===== config.mk =====
export PLATFORM = sky130hd
export DESIGN_NAME = rtp_send_timestamp_extractor
export DESIGN_NICKNAME = d
export VERILOG_FILES = /design/src/sv/rtpts_pkg.sv /design/src/sv/rtpts_front.sv /design/src/sv/rtpts_queue.sv /design/src/sv/rtpts_back.sv /design/src/sv/rtp_send_timestamp_extractor.sv
export SDC_FILE = /design/constraint.sdc
export NUM_CORES = 2
export LEC_CHECK = 0
export BUFFER_PORTS_ARGS = -buffer_cell sky130_fd_sc_hd__buf_2
export CORE_MARGIN = 2
export CORE_UTILIZATION = 60
export CTS_CLUSTER_DIAMETER = 30
export CTS_CLUSTER_SIZE = 24
export DETAILED_ROUTE_END_ITERATION = 10
export PLACE_DENSITY = 0.81
export SLEW_MARGIN = 20
export SYNTH_ARGS = -nofsm -noshare
export SYNTH_HDL_FRONTEND = slang
export SYNTH_SLANG_ARGS = --single-unit

===== constraint.sdc =====
create_clock -name clk -period 17.5 [get_ports clk]
set_input_delay 1.75 -clock clk [delete_from_list [all_inputs] [get_ports clk]]
set_output_delay 1.75 -clock clk [all_outputs]
set_load 0.02 [all_outputs]

===== src/sv/rtpts_pkg.sv =====
// Shared types and constants of the RTP send-timestamp extractor.
package rtpts_pkg;

  // Result status codes
  localparam logic [2:0] ST_OK      = 3'd0;
  localparam logic [2:0] ST_SHORT   = 3'd1;
  localparam logic [2:0] ST_VERSION = 3'd2;
  localparam logic [2:0] ST_NO_EXT  = 3'd3;
  localparam logic [2:0] ST_PROFILE = 3'd4;
  localparam logic [2:0] ST_OVERRUN = 3'd5;

  localparam logic [15:0] EXT_PROFILE     = 16'hBEDE;
  localparam logic [1:0]  RTP_VERSION     = 2'd2;
  localparam logic [6:0]  FIXED_HDR_BYTES = 7'd12;
  localparam logic [6:0]  EXT_HDR_BYTES   = 7'd4;
  localparam logic [3:0]  TS_BYTES        = 4'd8;
  localparam logic [3:0]  TS_LEN_CODE     = 4'd7;
  localparam logic [23:0] PKT_BITS_MAX    = 24'd524280;

  // Register map
  localparam logic REG_TS_ID = 1'b0;
  localparam logic [3:0] TS_ID_RESET = 4'd1;

  // Hand-off queue between parser and result stage
  localparam int Q_DEPTH = 4;
  localparam int Q_PTR_W = 2;

  typedef struct packed {
    logic [7:0]  packet_byte;
    logic        last_byte;
    logic [63:0] arrival_us;
  } in_item_t;

  typedef struct packed {
    logic [2:0]         parse_status;
    logic [15:0]        sequence_number;
    logic [63:0]        sent_time_us;
    logic [63:0]        received_time_us;
    logic signed [63:0] one_way_delay_us;
    logic [18:0]        packet_bits;
    logic [63:0]        total_bits;
  } out_item_t;

  // One parsed packet, as handed from the parser to the result stage
  typedef struct packed {
    logic [2:0]  status;
    logic [15:0] sequence_number;
    logic [63:0] sent_time_us;
    logic [63:0] received_time_us;
  } rec_t;

endpackage


===== src/sv/rtpts_front.sv =====
// Byte-serial RTP header and one-byte extension parser.
module rtpts_front #(
  parameter int PACKET_COUNT_BITS = 16
) (
  input  logic                         clk,
  input  logic                         rst_n,
  input  logic                         in_take,
  input  rtpts_pkg::in_item_t          in_item,
  input  logic [3:0]                   ts_id,
  output logic                         rec_push,
  output rtpts_pkg::rec_t              rec,
  output logic [PACKET_COUNT_BITS-1:0] rec_cnt
);
  import rtpts_pkg::*;

  localparam int CW = PACKET_COUNT_BITS;
  localparam int LW = ((CW > 19) ? CW : 19) + 1;

  localparam logic [1:0] PH_FIXED  = 2'd0;
  localparam logic [1:0] PH_HEADER = 2'd1;
  localparam logic [1:0] PH_WALK   = 2'd2;
  localparam logic [1:0] PH_IDLE   = 2'd3;

  logic [1:0]    phase_r, phase_nxt;
  logic [CW-1:0] cnt_r, cnt_nxt;
  logic [7:0]    vf_r, vf_nxt;
  logic [15:0]   seq_r, seq_nxt;
  logic [15:0]   prof_r, prof_nxt;
  logic [17:0]   extlen_r, extlen_nxt;
  logic [17:0]   extoff_r, extoff_nxt;
  logic [3:0]    rem_r, rem_nxt;
  logic          stop_r, stop_nxt;
  logic [63:0]   shift_r, shift_nxt;
  logic [63:0]   found_r, found_nxt;
  logic [63:0]   arr_r, arr_nxt;

  logic [7:0]    b;
  logic          first;
  logic [6:0]    hl;
  logic [2:0]    lane;
  logic [18:0]   elem_end;
  logic [LW-1:0] n_ext;
  logic [LW-1:0] hdr_end;
  logic [2:0]    status;

  always_comb begin
    b          = in_item.packet_byte;
    first      = (cnt_r == '0);
    cnt_nxt    = (cnt_r == {CW{1'b1}}) ? cnt_r : cnt_r + CW'(1);
    vf_nxt     = first ? b : vf_r;
    arr_nxt    = first ? in_item.arrival_us : arr_r;
    hl         = FIXED_HDR_BYTES + {1'b0, vf_nxt[3:0], 2'b00};
    lane       = 3'(TS_BYTES - rem_r);
    elem_end   = 19'(extoff_r) + 19'(b[3:0]) + 19'd2;
    phase_nxt  = phase_r;
    seq_nxt    = seq_r;
    prof_nxt   = prof_r;
    extlen_nxt = extlen_r;
    extoff_nxt = extoff_r;
    rem_nxt    = rem_r;
    stop_nxt   = stop_r;
    shift_nxt  = shift_r;
    found_nxt  = found_r;

    if (cnt_r == CW'(2)) begin
      seq_nxt = {b, 8'h00};
    end else if (cnt_r == CW'(3)) begin
      seq_nxt = {seq_r[15:8], b};
    end

    unique case (phase_r)
      PH_FIXED: begin
        if (cnt_r == CW'(11)) begin
          phase_nxt = (vf_r[7:6] == RTP_VERSION && vf_r[4]) ? PH_HEADER : PH_IDLE;
        end
      end
      PH_HEADER: begin
        if (cnt_r == CW'(hl)) begin
          prof_nxt = {b, 8'h00};
        end else if (cnt_r == CW'(hl + 7'd1)) begin
          prof_nxt = {prof_r[15:8], b};
        end else if (cnt_r == CW'(hl + 7'd2)) begin
          extlen_nxt = {2'b00, b, 8'h00};
        end else if (cnt_r == CW'(hl + 7'd3)) begin
          // length is given in 32-bit words
          extlen_nxt = {extlen_r[15:8], b, 2'b00};
          extoff_nxt = '0;
          phase_nxt  = (prof_r == EXT_PROFILE && extlen_nxt != '0) ? PH_WALK : PH_IDLE;
        end
      end
      PH_WALK: begin
        if (rem_r != '0) begin
          shift_nxt[{lane, 3'b000} +: 8] = b;
          rem_nxt = rem_r - 4'd1;
          if (rem_r == 4'd1) begin
            found_nxt = shift_nxt;
          end
        end else if (!stop_r && b != 8'h00) begin
          // zero bytes are padding; anything else is an element header
          if (elem_end > {1'b0, extlen_r}) begin
            stop_nxt = 1'b1;
          end else if (b[7:4] == ts_id && b[3:0] == TS_LEN_CODE) begin
            rem_nxt   = TS_BYTES;
            shift_nxt = '0;
          end else begin
            stop_nxt = 1'b1;
          end
        end
        extoff_nxt = extoff_r + 18'd1;
        if (extoff_nxt >= extlen_r) begin
          phase_nxt = PH_IDLE;
        end
      end
      default: ;
    endcase

    // Judge the packet on the state it would hold after this byte
    n_ext   = LW'(cnt_nxt);
    hdr_end = LW'(hl) + LW'(EXT_HDR_BYTES);
    if (n_ext < LW'(FIXED_HDR_BYTES)) begin
      status = ST_SHORT;
    end else if (vf_nxt[7:6] != RTP_VERSION) begin
      status = ST_VERSION;
    end else if (!vf_nxt[4]) begin
      status = ST_OK;
    end else if (n_ext < hdr_end) begin
      status = ST_NO_EXT;
    end else if (prof_nxt != EXT_PROFILE) begin
      status = ST_PROFILE;
    end else if (n_ext < hdr_end + LW'(extlen_nxt)) begin
      status = ST_OVERRUN;
    end else begin
      status = ST_OK;
    end
  end

  assign rec_push             = in_take && in_item.last_byte;
  assign rec.status           = status;
  assign rec.sequence_number  = seq_nxt;
  assign rec.sent_time_us     = (status == ST_OK) ? found_nxt : 64'd0;
  assign rec.received_time_us = arr_nxt;
  assign rec_cnt              = cnt_nxt;

  always_ff @(posedge clk) begin
    if (!rst_n || (in_take && in_item.last_byte)) begin
      phase_r  <= PH_FIXED;
      cnt_r    <= '0;
      vf_r     <= '0;
      seq_r    <= '0;
      prof_r   <= '0;
      extlen_r <= '0;
      extoff_r <= '0;
      rem_r    <= '0;
      stop_r   <= 1'b0;
      shift_r  <= '0;
      found_r  <= '0;
      arr_r    <= '0;
    end else if (in_take) begin
      phase_r  <= phase_nxt;
      cnt_r    <= cnt_nxt;
      vf_r     <= vf_nxt;
      seq_r    <= seq_nxt;
      prof_r   <= prof_nxt;
      extlen_r <= extlen_nxt;
      extoff_r <= extoff_nxt;
      rem_r    <= rem_nxt;
      stop_r   <= stop_nxt;
      shift_r  <= shift_nxt;
      found_r  <= found_nxt;
      arr_r    <= arr_nxt;
    end
  end

endmodule


===== src/sv/rtpts_queue.sv =====
// Short FIFO of parsed packet records between parser and result stage.
module rtpts_queue #(
  parameter int CNT_W = 16
) (
  input  logic             clk,
  input  logic             rst_n,
  input  logic             wr_en,
  input  rtpts_pkg::rec_t  wr_rec,
  input  logic [CNT_W-1:0] wr_cnt,
  input  logic             rd_en,
  output logic             rd_valid,
  output rtpts_pkg::rec_t  rd_rec,
  output logic [CNT_W-1:0] rd_cnt,
  output logic             q_full
);
  import rtpts_pkg::*;

  rec_t             rec_mem [Q_DEPTH];
  logic [CNT_W-1:0] cnt_mem [Q_DEPTH];
  logic [Q_PTR_W-1:0] wr_ptr_r, rd_ptr_r;
  logic [Q_PTR_W:0]   fill_r, fill_nxt;

  always_comb begin
    fill_nxt = fill_r;
    if (wr_en && !rd_en) begin
      fill_nxt = fill_r + (Q_PTR_W + 1)'(1);
    end else if (rd_en && !wr_en) begin
      fill_nxt = fill_r - (Q_PTR_W + 1)'(1);
    end
  end

  always_ff @(posedge clk) begin
    if (wr_en) begin
      rec_mem[wr_ptr_r] <= wr_rec;
      cnt_mem[wr_ptr_r] <= wr_cnt;
    end
  end

  always_ff @(posedge clk) begin
    if (!rst_n) begin
      wr_ptr_r <= '0;
      rd_ptr_r <= '0;
      fill_r   <= '0;
    end else begin
      if (wr_en) begin
        wr_ptr_r <= wr_ptr_r + Q_PTR_W'(1);
      end
      if (rd_en) begin
        rd_ptr_r <= rd_ptr_r + Q_PTR_W'(1);
      end
      fill_r <= fill_nxt;
    end
  end

  assign rd_valid = (fill_r != '0);
  assign rd_rec   = rec_mem[rd_ptr_r];
  assign rd_cnt   = cnt_mem[rd_ptr_r];
  assign q_full   = (fill_r == (Q_PTR_W + 1)'(Q_DEPTH));

endmodule


===== src/sv/rtpts_back.sv =====
// Result stage: delay, packet bits, running bit total and output register.
module rtpts_back #(
  parameter int CNT_W = 16
) (
  input  logic                  clk,
  input  logic                  rst_n,
  input  logic                  q_valid,
  input  rtpts_pkg::rec_t       q_rec,
  input  logic [CNT_W-1:0]      q_cnt,
  output logic                  q_take,
  input  logic                  pop,
  output logic                  out_valid,
  output rtpts_pkg::out_item_t  out_item
);
  import rtpts_pkg::*;

  logic [CNT_W+2:0] bits;
  logic [23:0]      bits_wide;
  logic [63:0]      total_r, total_nxt;
  logic             valid_r;
  out_item_t        out_r;

  assign q_take    = q_valid && (!valid_r || pop);
  assign bits      = {q_cnt, 3'b000};
  assign bits_wide = 24'(bits);
  assign total_nxt = total_r + 64'(bits);

  always_ff @(posedge clk) begin
    if (!rst_n) begin
      valid_r <= 1'b0;
      total_r <= '0;
    end else if (q_take) begin
      valid_r <= 1'b1;
      total_r <= total_nxt;
    end else if (pop) begin
      valid_r <= 1'b0;
    end
  end

  always_ff @(posedge clk) begin
    if (q_take) begin
      out_r.parse_status     <= q_rec.status;
      out_r.sequence_number  <= q_rec.sequence_number;
      out_r.sent_time_us     <= q_rec.sent_time_us;
      out_r.received_time_us <= q_rec.received_time_us;
      out_r.one_way_delay_us <= q_rec.received_time_us - q_rec.sent_time_us;
      // clamp the reported length, but keep the full count in the total
      out_r.packet_bits      <= (bits_wide > PKT_BITS_MAX) ? PKT_BITS_MAX[18:0]
                                                           : bits_wide[18:0];
      out_r.total_bits       <= total_nxt;
    end
  end

  assign out_valid = valid_r;
  assign out_item  = out_r;

endmodule


===== src/sv/rtp_send_timestamp_extractor.sv =====
// Top level of the RTP send-timestamp extractor.
//
//   channel   direction  handshake                  payload
//   input     in         push / full                in_item   (one packet byte)
//   result    out        empty / pop                out_item  (one per packet)
//   config    in/out     psel penable pwrite pready timestamp element ID at 0x0
//
// One byte is taken every cycle while full is low; the parser never stalls on its own.
// A result passes the record queue and the output register on its way to out_item.
// A four-entry record queue parts parser and result stage; full rises only
// when it holds four packets waiting behind a stalled result.
// Reset is synchronous and active low.
module rtp_send_timestamp_extractor #(
  parameter int PACKET_COUNT_BITS = 16
) (
  input  logic                 clk,
  input  logic                 rst_n,
  input  logic                 push,
  output logic                 full,
  input  rtpts_pkg::in_item_t  in_item,
  output logic                 empty,
  input  logic                 pop,
  output rtpts_pkg::out_item_t out_item,
  input  logic                 psel,
  input  logic                 penable,
  input  logic                 pwrite,
  input  logic [2:0]           paddr,
  input  logic [31:0]          pwdata,
  output logic [31:0]          prdata,
  output logic                 pready
);
  import rtpts_pkg::*;

  logic [3:0]                   ts_id_r;
  logic                         in_take;
  logic                         rec_push;
  rec_t                         rec;
  logic [PACKET_COUNT_BITS-1:0] rec_cnt;
  logic                         q_valid;
  logic                         q_take;
  rec_t                         q_rec;
  logic [PACKET_COUNT_BITS-1:0] q_cnt;
  logic                         q_full;
  logic                         out_valid;

  assign pready  = 1'b1;
  assign prdata  = (paddr[2] == REG_TS_ID) ? {28'd0, ts_id_r} : 32'd0;
  assign in_take = push && !q_full;
  assign full    = q_full;
  assign empty   = !out_valid;

  always_ff @(posedge clk) begin
    if (!rst_n) begin
      ts_id_r <= TS_ID_RESET;
    end else if (psel && penable && pwrite && pready && paddr[2] == REG_TS_ID) begin
      ts_id_r <= pwdata[3:0];
    end
  end

  rtpts_front #(
    .PACKET_COUNT_BITS (PACKET_COUNT_BITS)
  ) u_front (
    .clk      (clk),
    .rst_n    (rst_n),
    .in_take  (in_take),
    .in_item  (in_item),
    .ts_id    (ts_id_r),
    .rec_push (rec_push),
    .rec      (rec),
    .rec_cnt  (rec_cnt)
  );

  rtpts_queue #(
    .CNT_W (PACKET_COUNT_BITS)
  ) u_queue (
    .clk      (clk),
    .rst_n    (rst_n),
    .wr_en    (rec_push),
    .wr_rec   (rec),
    .wr_cnt   (rec_cnt),
    .rd_en    (q_take),
    .rd_valid (q_valid),
    .rd_rec   (q_rec),
    .rd_cnt   (q_cnt),
    .q_full   (q_full)
  );

  rtpts_back #(
    .CNT_W (PACKET_COUNT_BITS)
  ) u_back (
    .clk       (clk),
    .rst_n     (rst_n),
    .q_valid   (q_valid),
    .q_rec     (q_rec),
    .q_cnt     (q_cnt),
    .q_take    (q_take),
    .pop       (pop),
    .out_valid (out_valid),
    .out_item  (out_item)
  );

endmodule


# ---- Word-level counts from Yosys, hierarchy flattened
# Memory sizes are Yosys's and may differ from the RTL's. A register that Yosys moved wholly into a read port is not among the register bits.
# Cells that the tools add are included.
dict set report word_totals {
  ram_bits 652
  elab_cells 181
  regBits 661
  input_bits 115
  n_memories 2
}
# memory depth width rd rd_clocked_by_memory_dff wr line
set mem_list {}
lappend mem_list {u_queue.rec_mem 4 147 1 1 1 rtpts_queue.sv:18} ;# rec_t rec_mem [Q_DEPTH];
lappend mem_list {u_queue.cnt_mem 4 16 1 1 1 rtpts_queue.sv:19} ;# logic [CNT_W-1:0] cnt_mem [Q_DEPTH];
dict set report op_classes {
  addsub 19
  n_eq_ne 26
  bitwise_logic 2
  n_reduce_logical 38
  shift 2
  magnitude_cmp 6
  n_mux 59
}
# operator n
set ops {}
lappend ops {{$mux 64} 9}
lappend ops {{$mux 18} 9}
lappend ops {{$add 64x19->64} 1}
lappend ops {{$bwmux 64} 1}
lappend ops {{$mux 16} 4}
lappend ops {{$shift 8x8->64 const A} 1}
lappend ops {{$shiftx 8x8->64} 1}
lappend ops {{$sub 64x64->64} 1}
lappend ops {{$eq 16x16->1} 3}
lappend ops {{$lt 16x20->1} 2}
lappend ops {{$pmux 18 s2} 1}
lappend ops {{$eq 16x16->1 const B} 2}
lappend ops {{$eq 16x2->1 const B} 2}
lappend ops {{$mux 3} 8}
lappend ops {{$mux 8} 3}
lappend ops {{$mux 2} 11}
lappend ops {{$add 20x18->20} 1}
lappend ops {{$mux 4} 5}
lappend ops {{$add 18x4->19} 1}
lappend ops {{$add 19x2->19 const B} 1}
lappend ops {{$gt 19x18->1} 1}
lappend ops {{$gt 19x19->1 const B} 1}
lappend ops {{$add 18x1->18 const B} 1}
lappend ops {{$ge 18x18->1} 1}
lappend ops {{other kinds (41)} 81}

# ---- Depth between registers and ports, before layout
dict set report logic_depth {
  depth_word 20
  mapped_depth 43
}

# ---- Hierarchy
# From an unflattened synthesis, not the netlist that was laid out.
dict set report unflattened {
  cells_unflattened 4845
  area_unflattened_um2 59892.4
}
# mod area_each_um2 instances seq_area_each_um2 cells_per_inst
set modules_own_cells {}
lappend modules_own_cells {rtpts_queue 23929.2 1 19759.0 894}
lappend modules_own_cells {rtpts_front 18554.0 1 5805.6 2423}
lappend modules_own_cells {rtpts_back 16967.5 1 9889.5 1473}
lappend modules_own_cells {rtp_send_timestamp_extractor 441.7 1 80.1 55}

# ---- Least setup slack after synthesis
# OpenSTA, ideal clock, no wires.
dict set report synth_timing {
  path_type {input to register}
  from {input port pop}
  to {register u_back.out_r, in the netlist u_back.out_item[100], enable pin}
  path_buffers 2
  setup_time_ns 0.763
  arrival_ns 10.312
  required_time_ns 16.737
  path_slack_ns 6.425
  stages 5
  path_cell_list {inv_1 -> a21o_1 -> inv_1 -> clkbuf_1 -> buf_1}
}
dict set report synth_between {
  elab_chain_len 2
}
# item line
set synth_rtl {}
lappend synth_rtl {{start: declaration} rtp_send_timestamp_extractor.sv:22} ;# input logic pop,
lappend synth_rtl {{$logic_or 1x1->1} rtpts_back.sv:23} ;# assign q_take = q_valid && (!valid_r || pop);
lappend synth_rtl {{$logic_and 1x1->1} rtpts_back.sv:23}
lappend synth_rtl {{named net q_take} rtp_send_timestamp_extractor.sv:40} ;# logic q_take;
lappend synth_rtl {{end: declaration} rtpts_back.sv:21} ;# out_item_t out_r;
# The timed path passes the listed nets, and every way through them passes these cells.
# A chain may end at the register's enable or synchronous reset.

==> flow_summary.toml <==
[outcome]
status = "finished clean"

[sta]
slew_viol_final = 0
period_share = 0.581
rsz0062_at_grt = "false"
max_slew.worst_pin.slew_ps = 1160
max_freq_mhz = 98.4
slew_headroom = 0.227
fin_tns_setup_ps = 0
skew_ps = 52.7
setup_viol = 0
hold_viol = 0
fin_crit_ps = 10160

[clock_tree]
cts_tree = "yes"
clock_latency_ps = 820
cts_setup_buffers = 0
clkSinkCount = 1305
cts_made_buffers = 217
clock_path_buffers = 3
ctsResizeCount = 0
root_buffer = "clkbuf_16"
postCtsHoldBufs = 0
htree_levels = 4
path_clk_slew_ps = 50

[drt]
routed_wl_mm = 156
avgRoutedWirePerCell_um = 24.0
num_vias = 41372
drtAntennaViolNets = 0
drt-initial-drc-count = 4891
vias_per_cell = 6.35
first_pass_iters = 6
drc = 0

[layout]
nets = 5348
areaGrowthSynthToFinish_pct = 18.3
layout-drive-gt1-share = 0.202
final_cells = 6518

[critical_path]
crit_type = "flop to flop"
cp-end-kind = "flop"
critical_path_depth = 41
critPathSlowestCell = "buf_4"
crit_buf_inv = 5
critical_path.max_stage_delay_ps = 810
cp_data_arrival_time_ps = 10620
crit_top_cell = "a21oi_1"
worstPathRequired_ps = 17960
reg2reg_depth = 41
path_delay_family = "simple AND/OR/NAND/NOR gates"
start_kind = "flop"
critPathMaxFanout = 77

[placement]
hpwl_mm = 91.6
port_buffers = 378
placedCellCount = 6103
gp_congestion = 0.918

[yosys]
synthArstFlopShare = 0
synthTopCellsByArea = "edfxtp_1, dfxtp_1, mux4_2"
yosys.area.top_type = "edfxtp_1"
syn_inst = 4675
ys_seq_area_frac = 0.614
synth_edf_count = 940
synth_ff_type = "edfxtp_1"
ys_warn_count = 0
post_synth.cell_area_avg_sq_um = 12.4
yosysUniqueCellTypes = 86
synth_top_area_frac = 0.488
netlist_area_sq_um = 57900
synth_seq_cells = 1305

[die]
core_sq_um = 95300
ios = 444
initial_core_util = 0.608
die-area_sq_um = 99000
dieHeight_um = 315
rows = 113
die_width_um = 315

[grt]
antenna_found_initial = 8
grt_usage = 0.312
grt_pass1_vias = 40920
grt-ovfl-total = 0
grt_pass1_wl_mm = 238
grt_max_degree = 178

[run]
max_cap_violations = 0

[power_and_ir_drop]
powerDensity_nw_per_um2 = 183
p_leak_nw = 25.0
ir_drop_mv = 0.122

[hold_path]
min_path_type = "flop to flop"
hold_depth = 2
## final timing paths
kind	startpoint	to	slack (ps)
hold reg to reg	u_front.seq_r[4]	u_front.seq_r[4]	450
hold / removal	u_front.seq_r[4]	u_front.seq_r[4]	450
setup / recovery	u_front.cnt_r[1]	u_queue.rec_mem[0][127]	7340
setup reg to reg	u_front.cnt_r[1]	u_queue.rec_mem[0][127]	7340
## where the power goes
part	internal [W]	switching [W]
clock network	0.00286	0.00159
registers	0.00411	0.000210
logic	0.00123	0.00254
total	0.00820	0.00435
## Yosys cell counts (26+ instances only)
cell type,count
nand3_1,95
dfxtp_1,365
a211oi_1,59
a21o_1,54
a32o_1,48
a21oi_1,292
clkbuf_1,212
nor3_1,127
or3_1,26
buf_1,33
nand4_1,35
o21a_1,26
xor2_1,87
a211oi_2,38
a22oi_1,33
ha_1,171
xnor2_1,116
buf_4,39
nand2_1,526
mux4_2,163
edfxtp_1,940
and3_1,31
nor2_1,505
nor2b_1,26
inv_1,159
o21ai_0,120
mux2i_1,46
## metrics by stage
| step | hold WS, ps | util | area [sq um] | power, W | worst slack, ps |
|---|---|---|---|---|---|
| after floorplan | 427 | - | 58000 | 0.00693 | 6430 |
| after detailed placement | 444 | 0.637 | 60700 | 0.00795 | 7180 |
| after global routing | 466 | 0.719 | 68500 | 0.0130 | 6620 |
| after global placement | 437 | 0.637 | 60700 | 0.00784 | 7250 |
| final | 451 | 0.719 | 68500 | 0.0125 | 7340 |
| after CTS | 450 | 0.719 | 68500 | 0.0125 | 7490 |
## state kept, by name, indices dropped and copies added, names as in the netlist, named ones only
register	count
u_front.prof_r	16
u_front.vf_r	7
u_queue.cnt_mem	64
u_queue.wr_ptr_r	2
u_front.extoff_r	18
u_back.out_item	288
u_front.shift_r	64
u_front.phase_r	2
u_front.arr_r	64
u_front.cnt_r	16
u_front.found_r	64
u_front.extlen_r	18
u_queue.rd_ptr_r	2
u_queue.rec_mem	588
u_front.rem_r	4
u_back.out_valid	1
u_front.stop_r	1
u_front.seq_r	16
u_queue.fill_r	3
ts_id_r	4
u_back.total_r	61
## area by class of cell
cell class	instances	area, sq um
flip-flops and latches	1305	35500
fillers	5762	26800
multi-input cells	2948	20700
clock buffers	275	6000
repair buffers	426	2280
clock inverters	138	1810
well taps	1265	1580
inverters	159	604
diodes	2	5.00
## cell usage in the layout, fill, tap and decap left out, types with 116 or more instances in the layout
cell,instances
mux4_2,163
edfxtp_1,940
buf_2,378
ha_1,171
nor2_1,504
nor3_1,126
nand2_1,525
xnor2_1,116
inv_1,157
a21oi_1,292
clkbuf_16,223
o21ai_0,120
dfxtp_1,363
## worst reg2reg max path: cells and delay by family (launching register included)
family,cells,cell delay [ps]
simple gates,15,2970
compound gates,13,2430
buf+inv,5,1860
fa+ha+maj,5,1520
flops,1,430
xor+xnor,2,350
mux,1,290
## cell families after synthesis
logic type	share of synthesized area
buf+inv	0.0329
other cells	0.000130
simple gates	0.116
fa+ha+maj	0.0394
compound gates	0.0932
mux	0.0741
xor+xnor	0.0307
flops	0.614
## routing by layer
| layer | global-route usage | wire length [um] |
|---|---|---|
| met4 | 0.157 | 7980 |
| met5 | 0 | 31 |
| met3 | 0.0664 | 15200 |
| met1 | 0.402 | 57200 |
| met2 | 0.504 | 75900 |
Power figures use the tool's default switching activity.
